<file path="src/rtl/sat_pkg.sv">
`default_nettype none

package sat_pkg;

  localparam int MAX_SEGMENTS = 16;
  localparam int CNT_W        = $clog2(MAX_SEGMENTS + 1);

  localparam logic [15:0] MEMORY_SIZE_RESET = 16'd16000;

  localparam logic [1:0] ST_OK      = 2'd0;
  localparam logic [1:0] ST_RANGE   = 2'd1;
  localparam logic [1:0] ST_OVERLAP = 2'd2;
  localparam logic [1:0] ST_FULL    = 2'd3;

  // request under test, broadcast to every cell
  typedef struct packed {
    logic [15:0] base_addr;
    logic [16:0] end_addr;
    logic [15:0] length;
    logic        in_range;
  } sat_req_t;

endpackage

`default_nettype wire

</file>
<file path="src/rtl/sat_cell.sv">
`default_nettype none

module sat_cell
  import sat_pkg::*;
(
  input  wire logic        clk,
  input  wire logic        shift,
  input  wire logic        occupied,
  input  wire logic [15:0] base_in,
  input  wire logic [16:0] end_in,
  input  wire sat_req_t    req,
  output logic [15:0]      base_out,
  output logic [16:0]      end_out,
  output logic             hit
);

  logic [15:0] base_addr;
  logic [16:0] end_addr;

  always_ff @(posedge clk) begin
    if (shift) begin
      base_addr <= base_in;
      end_addr  <= end_in;
    end
    // half-open test: each segment starts below the other's end
    hit <= occupied && ({1'b0, req.base_addr} < end_addr) &&
           ({1'b0, base_addr} < req.end_addr);
  end

  assign base_out = base_addr;
  assign end_out  = end_addr;

endmodule

`default_nettype wire

</file>
<file path="src/rtl/sat_chain.sv">
`default_nettype none

module sat_chain
  import sat_pkg::*;
(
  input  wire logic             clk,
  input  wire logic             shift,
  input  wire logic [CNT_W-1:0] slot_count,
  input  wire sat_req_t         req,
  output logic                  hit_any
);

  logic [15:0] base_link [MAX_SEGMENTS+1];
  logic [16:0] end_link  [MAX_SEGMENTS+1];
  logic [MAX_SEGMENTS-1:0] hit;

  // newest segment enters cell 0, older ones move one cell down
  assign base_link[0] = req.base_addr;
  assign end_link[0]  = req.end_addr;

  for (genvar i = 0; i < MAX_SEGMENTS; i++) begin : g_cell
    sat_cell u_cell (
      .clk      (clk),
      .shift    (shift),
      .occupied (slot_count > CNT_W'(i)),
      .base_in  (base_link[i]),
      .end_in   (end_link[i]),
      .req      (req),
      .base_out (base_link[i+1]),
      .end_out  (end_link[i+1]),
      .hit      (hit[i])
    );
  end

  assign hit_any = |hit;

endmodule

`default_nettype wire

</file>
<file path="src/rtl/segment_allocation_table.sv">
// Channel  Direction  Handshake            Beat
// req      in         req_valid/req_stall  seg_base, seg_length
// rsp      out        rsp_valid/rsp_stall  status, segment_id, free_memory, slots_used
// cfg      in         cfg_valid/cfg_ready  cfg_data -> memory_size
//
// One request at a time: capture with range check, a compare step in which all cells
// compare in parallel, and a resolve step that loads the result register.
// A held result stops the resolve step; a request is taken only in idle.
// rst is synchronous: empties the table, clears the total, memory_size = 16000.
// cfg_ready is always high.
`default_nettype none

module segment_allocation_table
  import sat_pkg::*;
(
  input  wire logic        clk,
  input  wire logic        rst,
  input  wire logic        req_valid,
  output logic             req_stall,
  input  wire logic [15:0] seg_base,
  input  wire logic [15:0] seg_length,
  output logic             rsp_valid,
  input  wire logic        rsp_stall,
  output logic [1:0]       status,
  output logic [3:0]       segment_id,
  output logic [15:0]      free_memory,
  output logic [4:0]       slots_used,
  input  wire logic        cfg_valid,
  output logic             cfg_ready,
  input  wire logic [15:0] cfg_data
);

  typedef enum logic [1:0] {S_IDLE, S_CMP, S_RES} state_t;

  state_t           state;
  sat_req_t         req;
  logic [15:0]      memory_size;
  logic [CNT_W-1:0] slot_count;
  logic [16:0]      allocated_total;

  logic             hit_any;
  logic             rsp_load;
  logic             table_full;
  logic             alloc;
  logic [1:0]       status_next;
  logic [CNT_W-1:0] slot_count_next;
  logic [16:0]      total_next;
  logic [16:0]      free_wide;
  logic [16:0]      end_calc;

  assign cfg_ready = 1'b1;
  assign req_stall = (state != S_IDLE);

  assign end_calc   = {1'b0, seg_base} + {1'b0, seg_length};
  assign rsp_load   = (state == S_RES) && (!rsp_valid || !rsp_stall);
  assign table_full = (slot_count >= CNT_W'(MAX_SEGMENTS));

  always_comb begin
    if (!req.in_range) begin
      status_next = ST_RANGE;
    end else if (hit_any) begin
      status_next = ST_OVERLAP;
    end else if (table_full) begin
      status_next = ST_FULL;
    end else begin
      status_next = ST_OK;
    end
  end

  assign alloc           = rsp_load && (status_next == ST_OK);
  assign slot_count_next = (status_next == ST_OK) ? slot_count + CNT_W'(1) : slot_count;
  assign total_next      = (status_next == ST_OK) ?
                           allocated_total + {1'b0, req.length} : allocated_total;
  // saturates at zero when the size was lowered under the allocated total
  assign free_wide       = (total_next >= {1'b0, memory_size}) ?
                           17'd0 : {1'b0, memory_size} - total_next;

  sat_chain u_chain (
    .clk        (clk),
    .shift      (alloc),
    .slot_count (slot_count),
    .req        (req),
    .hit_any    (hit_any)
  );

  always_ff @(posedge clk) begin
    if (rst) begin
      state           <= S_IDLE;
      rsp_valid       <= 1'b0;
      memory_size     <= MEMORY_SIZE_RESET;
      slot_count      <= '0;
      allocated_total <= '0;
    end else begin
      if (cfg_valid && cfg_ready) begin
        memory_size <= cfg_data;
      end
      if (rsp_valid && !rsp_stall && !rsp_load) begin
        rsp_valid <= 1'b0;
      end
      case (state)
        S_IDLE: begin
          if (req_valid) begin
            req.base_addr <= seg_base;
            req.end_addr  <= end_calc;
            req.length    <= seg_length;
            req.in_range  <= (seg_base < memory_size) && (seg_length != 16'd0) &&
                             (end_calc < {1'b0, memory_size});
            state         <= S_CMP;
          end
        end
        S_CMP: begin
          state <= S_RES;
        end
        S_RES: begin
          if (rsp_load) begin
            rsp_valid       <= 1'b1;
            status          <= status_next;
            segment_id      <= (status_next == ST_OK) ? 4'(slot_count) : 4'd0;
            free_memory     <= free_wide[15:0];
            slots_used      <= 5'(slot_count_next);
            slot_count      <= slot_count_next;
            allocated_total <= total_next;
            state           <= S_IDLE;
          end
        end
        default: begin
          state <= S_IDLE;
        end
      endcase
    end
  end

`ifndef NO_ASSERTIONS
  a_count_bound: assert property (@(posedge clk) disable iff (rst)
    slot_count <= CNT_W'(MAX_SEGMENTS))
    else $error("slot count beyond table depth");

  a_count_on_alloc: assert property (@(posedge clk) disable iff (rst)
    alloc |=> slot_count == $past(slot_count) + CNT_W'(1))
    else $error("allocation did not advance slot count");

  a_count_only_on_load: assert property (@(posedge clk) disable iff (rst)
    !rsp_load |=> slot_count == $past(slot_count))
    else $error("slot count moved without a result");

  a_id_zero_on_reject: assert property (@(posedge clk) disable iff (rst)
    rsp_valid && (status != ST_OK) |-> segment_id == 4'd0)
    else $error("nonzero id on rejected request");
`endif

endmodule

`default_nettype wire

</file>
<file path="config.mk">
export PLATFORM = sky130hd
export DESIGN_NAME = segment_allocation_table
export DESIGN_NICKNAME = d
export VERILOG_FILES = /design/src/rtl/sat_pkg.sv /design/src/rtl/sat_cell.sv /design/src/rtl/sat_chain.sv /design/src/rtl/segment_allocation_table.sv
export SDC_FILE = /design/constraint.sdc
export NUM_CORES = 1
export LEC_CHECK = 0
export BUFFER_PORTS_ARGS = -buffer_cell sky130_fd_sc_hd__buf_2
export CAP_MARGIN = 20
export CORE_MARGIN = 2
export CORE_UTILIZATION = 55
export CTS_BUF_LIST = sky130_fd_sc_hd__clkbuf_2
export DETAILED_ROUTE_END_ITERATION = 16
export PLACE_DENSITY = 0.74
export RECOVER_POWER = 50
export SLEW_MARGIN = 20
export SYNTH_ARGS = -nofsm -noshare
export SYNTH_HDL_FRONTEND = slang
export SYNTH_SLANG_ARGS = --single-unit
</file>
<file path="constraint.sdc">
create_clock -name clk -period 7.7 [get_ports clk]
set_clock_uncertainty 0.1 [all_clocks]
set_input_delay 0.77 -clock clk [delete_from_list [all_inputs] [get_ports clk]]
set_output_delay 0.77 -clock clk [all_outputs]
set_load 0.03 [all_outputs]
</file>
# --- After elaboration in Yosys (flattened, before gate mapping) ---
# Index checks and enable logic that the tools add are counted.
totals:
  regBits: 662
  output_inout_bits: 30
  elab_cells: 184
classes:
  add_sub_neg: 4
  order_cmp: 52
  eq_ne: 4
  n_mux: 11
  n_bitwise: 1
  reduce_logical: 51
op_table:
  columns: ["cell", "n"]
  rows:
  - ["$lt 16x17->1", 32]
  - ["$gt 5x4->1 const B", 8]
  - ["$logic_and 1x1->1", 38]
  - ["$gt 5x3->1 const B", 4]
  - ["$add 16x16->17", 1]
  - ["$add 17x16->17", 1]
  - ["$ge 17x16->1", 1]
  - ["$lt 17x16->1", 1]
  - ["$mux 17", 1]
  - ["$lt 16x16->1", 1]
  - ["$reduce_bool 16->1", 1]
  - ["$reduce_or 16->1", 1]
  - ["$sub 16x16->16", 1]
  - ["$gt 5x1->1 const B", 2]
  - ["$gt 5x2->1 const B", 2]
  - ["$mux 2", 5]
  - ["$pmux 2 s3", 1]
  - ["$reduce_and 3->1", 2]
  - ["$add 5x1->5 const B", 1]
  - ["$ge 5x5->1 const B", 1]
  - ["$mux 5", 1]
  - ["$logic_not 2->1", 2]
  - ["$ne 2x2->1 const B", 2]
  - ["$reduce_and 2->1", 2]
  - ["7 further kinds", 11]

# --- Depth between registers and ports, before layout ---
# Gate-level depths: netlist of the first run.
logic_depth:
  depth_word: 8
  depth_mapped: 19
  depth_no_buf: 17

# --- Cells and area by module ---
# A second synthesis of the first run with hierarchy kept.
hier_totals:
  cells_unflattened: 3035
  area_unflattened_um2: 35888.2
by_module_without_submodules:
  columns: ["module", "n_inst", "cells_each", "area_per_inst_um2", "seq_area_each_um2"]
  rows:
  - ["sat_cell", 16, 143, 1779.2, 1011.0]
  - ["segment_allocation_table", 1, 711, 7226.9, 3133.0]
  - ["sat_chain", 1, 36, 193.9, 0.0]

# --- Least setup slack after synthesis of the first run ---
# Ideal clock, no wire load.
synth_path:
  kind: "register to register"
  start: "register u_chain.g_cell[14].u_cell.hit"
  end: "register u_chain.g_cell[0].u_cell.base_addr[0], enable pin"
  arrival_ps: 7514
  t_required_ps: 6936
  path_slack_ps: -578
  stages_incl_launch_ff: 8
  synth_period_minus_slack_ps: 8278
  path_cell_list: "dfxtp_1 nor4_1 nand4_1 nor3b_1 buf_2 nand3_2 inv_1 buf_2"
synth_via:
  elab_chain_len: 5
synth_rtl:
  columns: ["item", "line_no", "rtl"]
  rows:
  - ["start, declared", "sat_cell.sv:14", "output logic hit"]
  - ["start signal, assigned", "sat_cell.sv:26", "hit <= occupied && ({1'b0, req.base_addr} < end_addr) &&"]
  - ["$reduce_or 16->1", "sat_chain.sv:35", "assign hit_any = |hit;"]
  - ["$mux 2", "segment_allocation_table.sv:61", "end else if (hit_any) begin"]
  - ["$mux 2", "segment_allocation_table.sv:59", "if (!req.in_range) begin"]
  - ["$logic_not 2->1", "segment_allocation_table.sv:70", "assign alloc = rsp_load && (status_next == ST_OK);"]
  - ["$logic_and 1x1->1", "segment_allocation_table.sv:70", null]
  - ["net alloc", "segment_allocation_table.sv:44", "logic alloc;"]
  - ["end signal, assigned", "sat_cell.sv:22", "base_addr <= base_in;"]
  - ["end, declared", "sat_cell.sv:17", "logic [15:0] base_addr;"]
# The timed path passes the listed nets, and every way through them passes these cells.
# A chain may end at the register's enable or synchronous reset.

# --- Worst setup path in the final report of the first run ---
layout_path:
  start: "register u_chain.g_cell[13].u_cell.hit"
  end: "register free_memory[2], data pin"
layout_via:
  elab_chain_len: 6
  elab_cells_between_ends: 7
  cone_classes: "1 x add/sub; 1 x order compare; 3 x mux; 2 x reduce/logical"
layout_rtl:
  columns: ["item", "line_no", "rtl"]
  rows:
  - ["start, declared", "sat_cell.sv:14", null]
  - ["start signal, assigned", "sat_cell.sv:26", null]
  - ["$reduce_or 16->1 (*)", "sat_chain.sv:35", null]
  - ["$mux 2 (*)", "segment_allocation_table.sv:61", null]
  - ["$mux 2 (*)", "segment_allocation_table.sv:59", null]
  - ["$logic_not 2->1 (*)", "segment_allocation_table.sv:72", "assign total_next = (status_next == ST_OK) ?"]
  - ["$mux 17 (*)", "segment_allocation_table.sv:72", null]
  - ["net total_next[1]", "segment_allocation_table.sv:47", "logic [16:0] total_next;"]
  - ["$sub 16x16->16 / $ge 17x16->1 (equally long branches)", "segment_allocation_table.sv:76, segment_allocation_table.sv:75", null]
  - ["end signal, assigned", "segment_allocation_table.sv:119", "free_memory <= free_wide[15:0];"]
  - ["end, declared", "segment_allocation_table.sv:26", "output logic [15:0] free_memory,"]
# The timed path passes the listed nets; every way through them passes the cells marked *.

==> flow_metrics.tcl, run 1 <==
set metrics [dict create \
    grt_pass1_wl_um 127000 \
    vias 23100 \
    grt_setup_unrepaired "false" \
    htree_levels 4 \
    grt.overflow.total 0 \
    die_h_um 256 \
    fill_cells 4901 \
    path_clk_slew_ps 90 \
    nNetsFinal 3710 \
    stdcell_area_mm2 0.0394 \
    cpPeakStageDelay_ps 850 \
    cp-start-kind "flip-flop" \
    drv_cap 2 \
    yosysTopAreaCell "edfxtp_1" \
    path_class "flip-flop to flip-flop" \
    dieArea_mm2 0.0655 \
    syn-cell-area_mm2 0.0349 \
    setup_violations 0 \
    design.core.area_mm2 0.0630 \
    area_growth_pct 12.8 \
    period_minus_slack_ps 5170 \
    finalMaxSlewViolations 89 \
    maxSlewHeadroom -1.02 \
    yosysUniqueCellTypes 69 \
    cts_root_buf "clkbuf_2" \
    via_per_inst 5.71 \
    place_hpwl_um 55900 \
    hold_class "flip-flop to flip-flop" \
    cts.sinks 662 \
    worst-path-buf-inv 2 \
    cellPowerDensity_mw_per_mm2 189 \
    fmax_ghz 0.194 \
    slowest_stage "or3_1" \
    endpoint_kind "flip-flop" \
    path_cells "nor4_1 > nand4_1 > nor3b_2 > buf_4 > mux2i_1 > inv_1 > ha_1 > nand2_1 > o21ai_0 > nand3_1 > a21oi_1 > o211ai_1 > a21oi_1 > or3_1 > nor3_1" \
    ys.flop_type "edfxtp_1" \
    numCtsBuffers 174 \
    yosys-top-cells-area "edfxtp_1, ha_1, a21o_1" \
    p_leak_nw 17.3 \
    path_delay_family "simple AND/OR/NAND/NOR gates" \
    antenna_found_initial 1 \
    period_share 0.671 \
    start_util 0.554 \
    grt.total_usage 0.246 \
    wl_per_cell_um 19.5 \
    grt_pass1_vias 25500 \
    status "finished with violations" \
    firstDrtPassIters 5 \
    drt-total-wl_um 78900 \
    die_w_um 256 \
    seq_area_frac_synth 0.553 \
    cp_common_cell "a21oi_1" \
    route.detailed.drc 0 \
    cts_buffer_depth 3 \
    synth_area_per_cell_um2 13.0 \
    worstPathRequired_ps 8580 \
    cts_tree "yes" \
    gp_congestion 0.872 \
    hold_viol_final 0 \
    synth-async-reset-ratio 0 \
    dpl_cell_area_mm2 0.0365 \
    ys_ff_latch 662 \
    syn_nets 3325 \
    finalSetupTns_ps 0 \
    max_slew.worst_pin.slew_ps 3020 \
    rows 92 \
    grt_max_degree 135 \
    power_w 0.00744 \
    ys_warn_count 0 \
    worst_ep_arrival_time_ps 6050 \
    critical_path_peak_fanout 27 \
    peakVddDrop_mv 0.184 \
    io_pins 83 \
    drive_gt1_frac 0.115 \
    placed_cells 3619 \
    syn_inst 2691 \
    clk_latency_ps 1360 \
    synth_edf_count 605 \
    violations "max-capacitance violations, max-slew violations" \
    fin_cells 4051 \
    initialDrtViolationCount 1252 \
    synth_top_area_share 0.520 \
    ant_nets 0 \
    portBuffers 81 \
]
layer usage:
layer	global-route usage	vias to the layer above	part of all wire
li1	-	11000	-
met1	0.262	11400	0.37
met2	0.461	570	0.54
met3	0.0473	176	0.044
met4	0.125	0	0.040
met5	0	-	0
Yosys cell counts (all sizes together), types with 4 or more instances:
| cell | n |
|---|---|
| a2111oi | 23 |
| a211o | 5 |
| a211oi | 25 |
| a21o | 172 |
| a21oi | 162 |
| a221oi | 8 |
| a31oi | 14 |
| and3 | 9 |
| and4 | 4 |
| and4b | 17 |
| buf | 10 |
| clkbuf | 16 |
| dfxtp | 57 |
| edfxtp | 605 |
| ha | 578 |
| inv | 313 |
| mux2i | 23 |
| nand2 | 84 |
| nand2b | 44 |
| nand3 | 14 |
| nand4 | 24 |
| nand4b | 10 |
| nor2 | 110 |
| nor2b | 32 |
| nor3 | 30 |
| nor3b | 4 |
| nor4 | 13 |
| o2111ai | 6 |
| o211ai | 29 |
| o21a | 35 |
| o21ai | 99 |
| o21bai | 7 |
| o221ai | 10 |
| o22ai | 10 |
| o31a | 6 |
| o31ai | 9 |
| or2 | 4 |
| or3 | 6 |
| xnor2 | 28 |
| xor2 | 14 |
worst paths after layout:
path,startpoint,end,slack (ps),depth (start not counted)
worst max register to register,u_chain.g_cell[13].u_cell.hit,free_memory[2],2530,15
worst min register to register,u_chain.g_cell[13].u_cell.base_out[0],u_chain.g_cell[14].u_cell.base_out[0],280,0
worst max-delay path,u_chain.g_cell[13].u_cell.hit,free_memory[2],2530,15
worst min-delay path,u_chain.g_cell[13].u_cell.base_out[0],u_chain.g_cell[14].u_cell.base_out[0],280,0
report_power, final:
group          switching, W  internal (W)  total [W]  leakage [nW]
Clock               0.00146       0.00112    0.00258          1.25
Sequential        0.0000440       0.00397    0.00401          5.95
Combinational      0.000493      0.000354   0.000847          10.1
Total               0.00200       0.00544    0.00744          17.3
cell usage in the layout, fill, tap and decap left out, types with 7 or more instances in the layout:
cell / instances
a21oi_1: 160
o22ai_1: 10
nor4_1: 12
clkbuf_1: 41
ha_1: 578
dlygate4sd3_1: 127
nand4_1: 23
o221ai_1: 10
inv_1: 312
nand2b_1: 44
a21o_1: 171
nand2_1: 84
dfxtp_1: 57
and3_1: 8
o211ai_1: 28
buf_2: 47
clkinv_1: 29
nor3_1: 29
nand3_1: 13
o21bai_1: 7
a211oi_1: 25
nand4b_1: 10
bufinv_16: 7
o31ai_1: 9
mux2i_1: 23
xor2_1: 14
o21a_1: 35
a221oi_1: 8
nor2_1: 100
nor2b_1: 32
and4b_1: 17
o21ai_0: 97
edfxtp_1: 605
a2111oi_0: 21
buf_4: 17
xnor2_1: 28
clkinv_2: 7
clkbuf_2: 255
a31oi_1: 14
worst register-to-register path: stages (launching register included):
cell	delay [ps]
dfxtp_1	310
nor4_1	450
nand4_1	350
nor3b_2	280
buf_4	390
mux2i_1	380
inv_1	140
ha_1	310
nand2_1	50
o21ai_0	290
nand3_1	140
a21oi_1	310
o211ai_1	160
a21oi_1	160
or3_1	850
nor3_1	180
metrics by stage:
stage,worst slack (ps),util,hold slack [ps]
3_5_place_dp,2670,0.580,326
2_1_floorplan,2220,-,317
4_1_cts,2630,0.626,1.80
5_1_grt,2260,0.625,177
3_3_place_gp,2760,0.580,321
6_report,2530,0.625,283
cell families (layout without fill, tap and decap cells):
logic type | Yosys count | count (layout) | share of synthesized area
XOR/XNOR | 42 | 42 | 0.0105
other | 1 | 2 | 0.000107
adder cells (fa/ha/maj) | 581 | 581 | 0.209
multiplexers | 24 | 24 | 0.00692
AND/OR/NAND/NOR | 410 | 410 | 0.0635
flip-flops | 662 | 662 | 0.553
AO/OA/AOI/OAI | 632 | 632 | 0.119
buffers and inverters | 339 | 852 | 0.0374
area by class of cell:
class / count / area (um^2) / area share
clock buffers: 255 / 1280 / 0.0324
well taps: 846 / 1060 / 0.0269
repair buffers: 235 / 1850 / 0.0469
clock inverters: 49 / 389 / 0.00988
flip-flops and latches: 662 / 19300 / 0.490
multi-input cells: 1690 / 14300 / 0.363
diodes: 1 / 2.50 / 0.0000636
inverters: 313 / 1180 / 0.0300
state kept, by name, indices dropped and copies added (netlist names):
| register | cells |
|---|---|
| slots_used | 5 |
| memory_size | 16 |
| allocated_total | 17 |
| u_chain.g_cell.u_cell.hit | 16 |
| state | 2 |
| slot_count | 5 |
| req | 50 |
| free_memory | 16 |
| u_chain.g_cell.u_cell.base_out | 256 |
| segment_id | 4 |
| rsp_valid | 1 |
| u_chain.g_cell.u_cell.end_out | 272 |
| status | 2 |
timing repair:
| action | in CTS | in global routing |
|---|---|---|
| endpoints found under the hold margin | 127 | 0 |
| setup buffers | 0 | 0 |
| gates resized for setup | 0 | 0 |
| hold buffers | 127 | 0 |
Note: power is estimated with default switching activity, not from simulation.
==> run 2: changes to the inputs <==
--- a/config.mk
+++ b/config.mk
@@ -11,7 +11,7 @@
 export CORE_UTILIZATION = 55
 export CTS_BUF_LIST = sky130_fd_sc_hd__clkbuf_2
 export DETAILED_ROUTE_END_ITERATION = 16
-export PLACE_DENSITY = 0.74
+export PLACE_DENSITY = 0.71
 export RECOVER_POWER = 50
 export SLEW_MARGIN = 20
 export SYNTH_ARGS = -nofsm -noshare
==> constraint.sdc (replaced) <==
create_clock -name clk -period 5.3 [get_ports clk]
set_clock_uncertainty 0.1 [all_clocks]
set_input_delay 0.53 -clock clk [delete_from_list [all_inputs] [get_ports clk]]
set_output_delay 0.53 -clock clk [all_outputs]
set_load 0.03 [all_outputs]
==> flow_metrics.tcl, run 2 (synthesis results as in run 1) <==
set metrics [dict create \
    status "finished with violations" \
    violations "max-capacitance violations, max-slew violations" \
    drv_cap 1 \
    hold_end "memory_size[7]" \
    hold_class "primary input to flip-flop" \
    via_per_inst 5.67 \
    regArea_mm2 0.0193 \
    rrSetupSlack_ps 460 \
    final_cell_mix "edfxtp_1, ha_1, inv_1" \
    firstDrtPassIters 5 \
    path_class "flip-flop to flip-flop" \
    nNetsFinal 3731 \
    maxSlewHeadroom -0.976 \
    clk_latency_ps 1390 \
    p_leak_nw 17.4 \
    r2r_start "u_chain.g_cell[14].u_cell.hit" \
    endpoint_kind "flip-flop" \
    htree_levels 4 \
    die_w_um 256 \
    gp_congestion 0.893 \
    hold_viol_final 0 \
    grt_setup_unrepaired "false" \
    numCtsBuffers 174 \
    die_h_um 256 \
    start_util 0.554 \
    grt.total_usage 0.249 \
    combPwrFrac 0.116 \
    min-delay-start "cfg_valid" \
    path_clk_slew_ps 120 \
    max_slew.worst_pin.slew_ps 2960 \
    final_common_cell "edfxtp_1" \
    cts.sinks 662 \
    drive_gt1_frac 0.123 \
    path_cells "nor4_1 > nand4_1 > nor3b_2 > buf_12 > mux2i_1 > inv_1 > ha_1 > nand2_1 > o21ai_0 > nand3_1 > a21oi_1 > o211ai_1 > a21oi_1 > or3_1 > buf_4 > nor2_4" \
    cts_buffer_depth 3 \
    intPower_w 0.00780 \
    post-route-util 0.629 \
    cpPeakStageDelay_ps 610 \
    r2r_cells 16 \
    p_switching_w 0.00294 \
    design.core.area_mm2 0.0630 \
    period_share 0.914 \
    dieArea_mm2 0.0655 \
    period_minus_slack_ps 4840 \
    area_growth_pct 13.4 \
    rows 92 \
    multiInputGateArea_mm2 0.0143 \
    cts_tree "yes" \
    wl_per_cell_um 19.6 \
    grt.overflow.total 0 \
    cts_root_buf "clkbuf_2" \
    antenna_found_initial 1 \
    slowest_stage "or3_1" \
    portBuffers 81 \
    fill_cells 4987 \
    critical_path_peak_fanout 27 \
    min_path_cells 3 \
    p_seq_frac 0.542 \
    ant_nets 0 \
    cts_setup_buffers 0 \
    r2r_end "free_memory[9]" \
    finalMaxSlewViolations 51 \
    clkPwrFrac 0.342 \
    place_hpwl_um 58000 \
    setup_violations 0 \
    peakVddDrop_mv 0.181 \
    cp_common_cell "a21oi_1" \
    cp-start-kind "flip-flop" \
    drt-total-wl_um 80200 \
    grt_max_degree 74 \
    initialDrtViolationCount 1246 \
    fmax_ghz 0.206 \
    worstPathRequired_ps 6330 \
    grt_pass1_wl_um 128000 \
    worst_ep_arrival_time_ps 5880 \
    vias 23200 \
    grt_pass1_vias 24700 \
    swShare 0.274 \
    largest_reg_flops 272 \
    route.detailed.drc 0 \
    io_pins 83 \
    cellPowerDensity_mw_per_mm2 271 \
    finalSetupTns_ps 0 \
]
## run 2: cell types whose count changed in the layout (fill, tap and decap cells not counted), moves of 2 or more
cell / before / now
diode_2: 1 / 4
buf_2: 47 / 49
buf_12: 3 / 9
clkinvlp_4: 2 / 4
dlygate4sd3_1: 127 / 133
clkinv_2: 7 / 1
clkinv_1: 29 / 25
clkbuf_2: 255 / 274
bufinv_16: 7 / 3
buf_4: 17 / 23
## run 2: repair_timing
item | 4_1_cts | 5_1_grt
gates resized for setup | 0 | 0
hold endpoints to repair | 167 | 0
hold buffers | 133 | 0
endpoints found under the setup margin | 0 | 0
## run 2: worst max-delay path: cells and delay by family, from the launching register on
family / cells / cell delay [ps]
buffers and inverters: 3 / 670
adder cells (fa/ha/maj): 1 / 320
AO/OA/AOI/OAI: 4 / 800
flip-flops: 1 / 310
AND/OR/NAND/NOR: 7 / 2040
multiplexers: 1 / 320
## run 2: worst max-delay path by stage
stage / start / to / slack (ps) / depth (start not counted)
final: u_chain.g_cell[14].u_cell.hit / free_memory[9] / 460 / 16
after detailed placement: seg_base[0] / req[0] / 480 / 16
after CTS: req[1] / free_memory[9] / 480 / 18
after floorplan: state[0] / req[0] / 230 / 2
after global placement: req[1] / free_memory[8] / 560 / 18
after global routing: req[1] / free_memory[9] / 130 / 18
## run 2: routing by layer
| metal | share of wire | track usage | vias up |
|---|---|---|---|
| li1 | - | - | 11000 |
| met4 | 0.040 | 0.123 | 0 |
| met1 | 0.39 | 0.283 | 11300 |
| met5 | 0 | 0 | - |
| met2 | 0.52 | 0.453 | 624 |
| met3 | 0.045 | 0.0440 | 221 |
## run 2: stage by stage
| step | setup WS [ps] | cells | total power (W) | cell area [um^2] | hold WS (ps) |
|---|---|---|---|---|---|
| detailed placement | 482 | 3634 | 0.00710 | 36700 | 328 |
| finish | 457 | 4085 | 0.0107 | 39600 | 141 |
| global route | 133 | 4082 | 0.0113 | 39600 | 129 |
| global placement | 560 | 3634 | 0.00705 | 36700 | 322 |
| CTS | 478 | 4081 | 0.0109 | 39700 | 22.9 |
| floorplan | 229 | 2691 | 0.00672 | 34900 | 317 |
## run 2: power by group through the flow
stage | clock network [W] | registers (W) | logic [W]
after global placement | 0 | 0.00594 | 0.00111
after detailed placement | 0 | 0.00594 | 0.00116
after global routing | 0.00404 | 0.00584 | 0.00139
after CTS | 0.00378 | 0.00582 | 0.00126
after floorplan | 0 | 0.00594 | 0.000778
final | 0.00367 | 0.00582 | 0.00125
## run 2: cell type report
type,count,share of cell area
Clock inverter,40,0.00657
Clock buffer,274,0.0346
Sequential cell,662,0.488
Multi-Input combinational cell,1690,0.361
Timing Repair Buffer,256,0.0527
Tap cell,846,0.0267
Inverter,313,0.0299
Antenna cell,4,0.000253
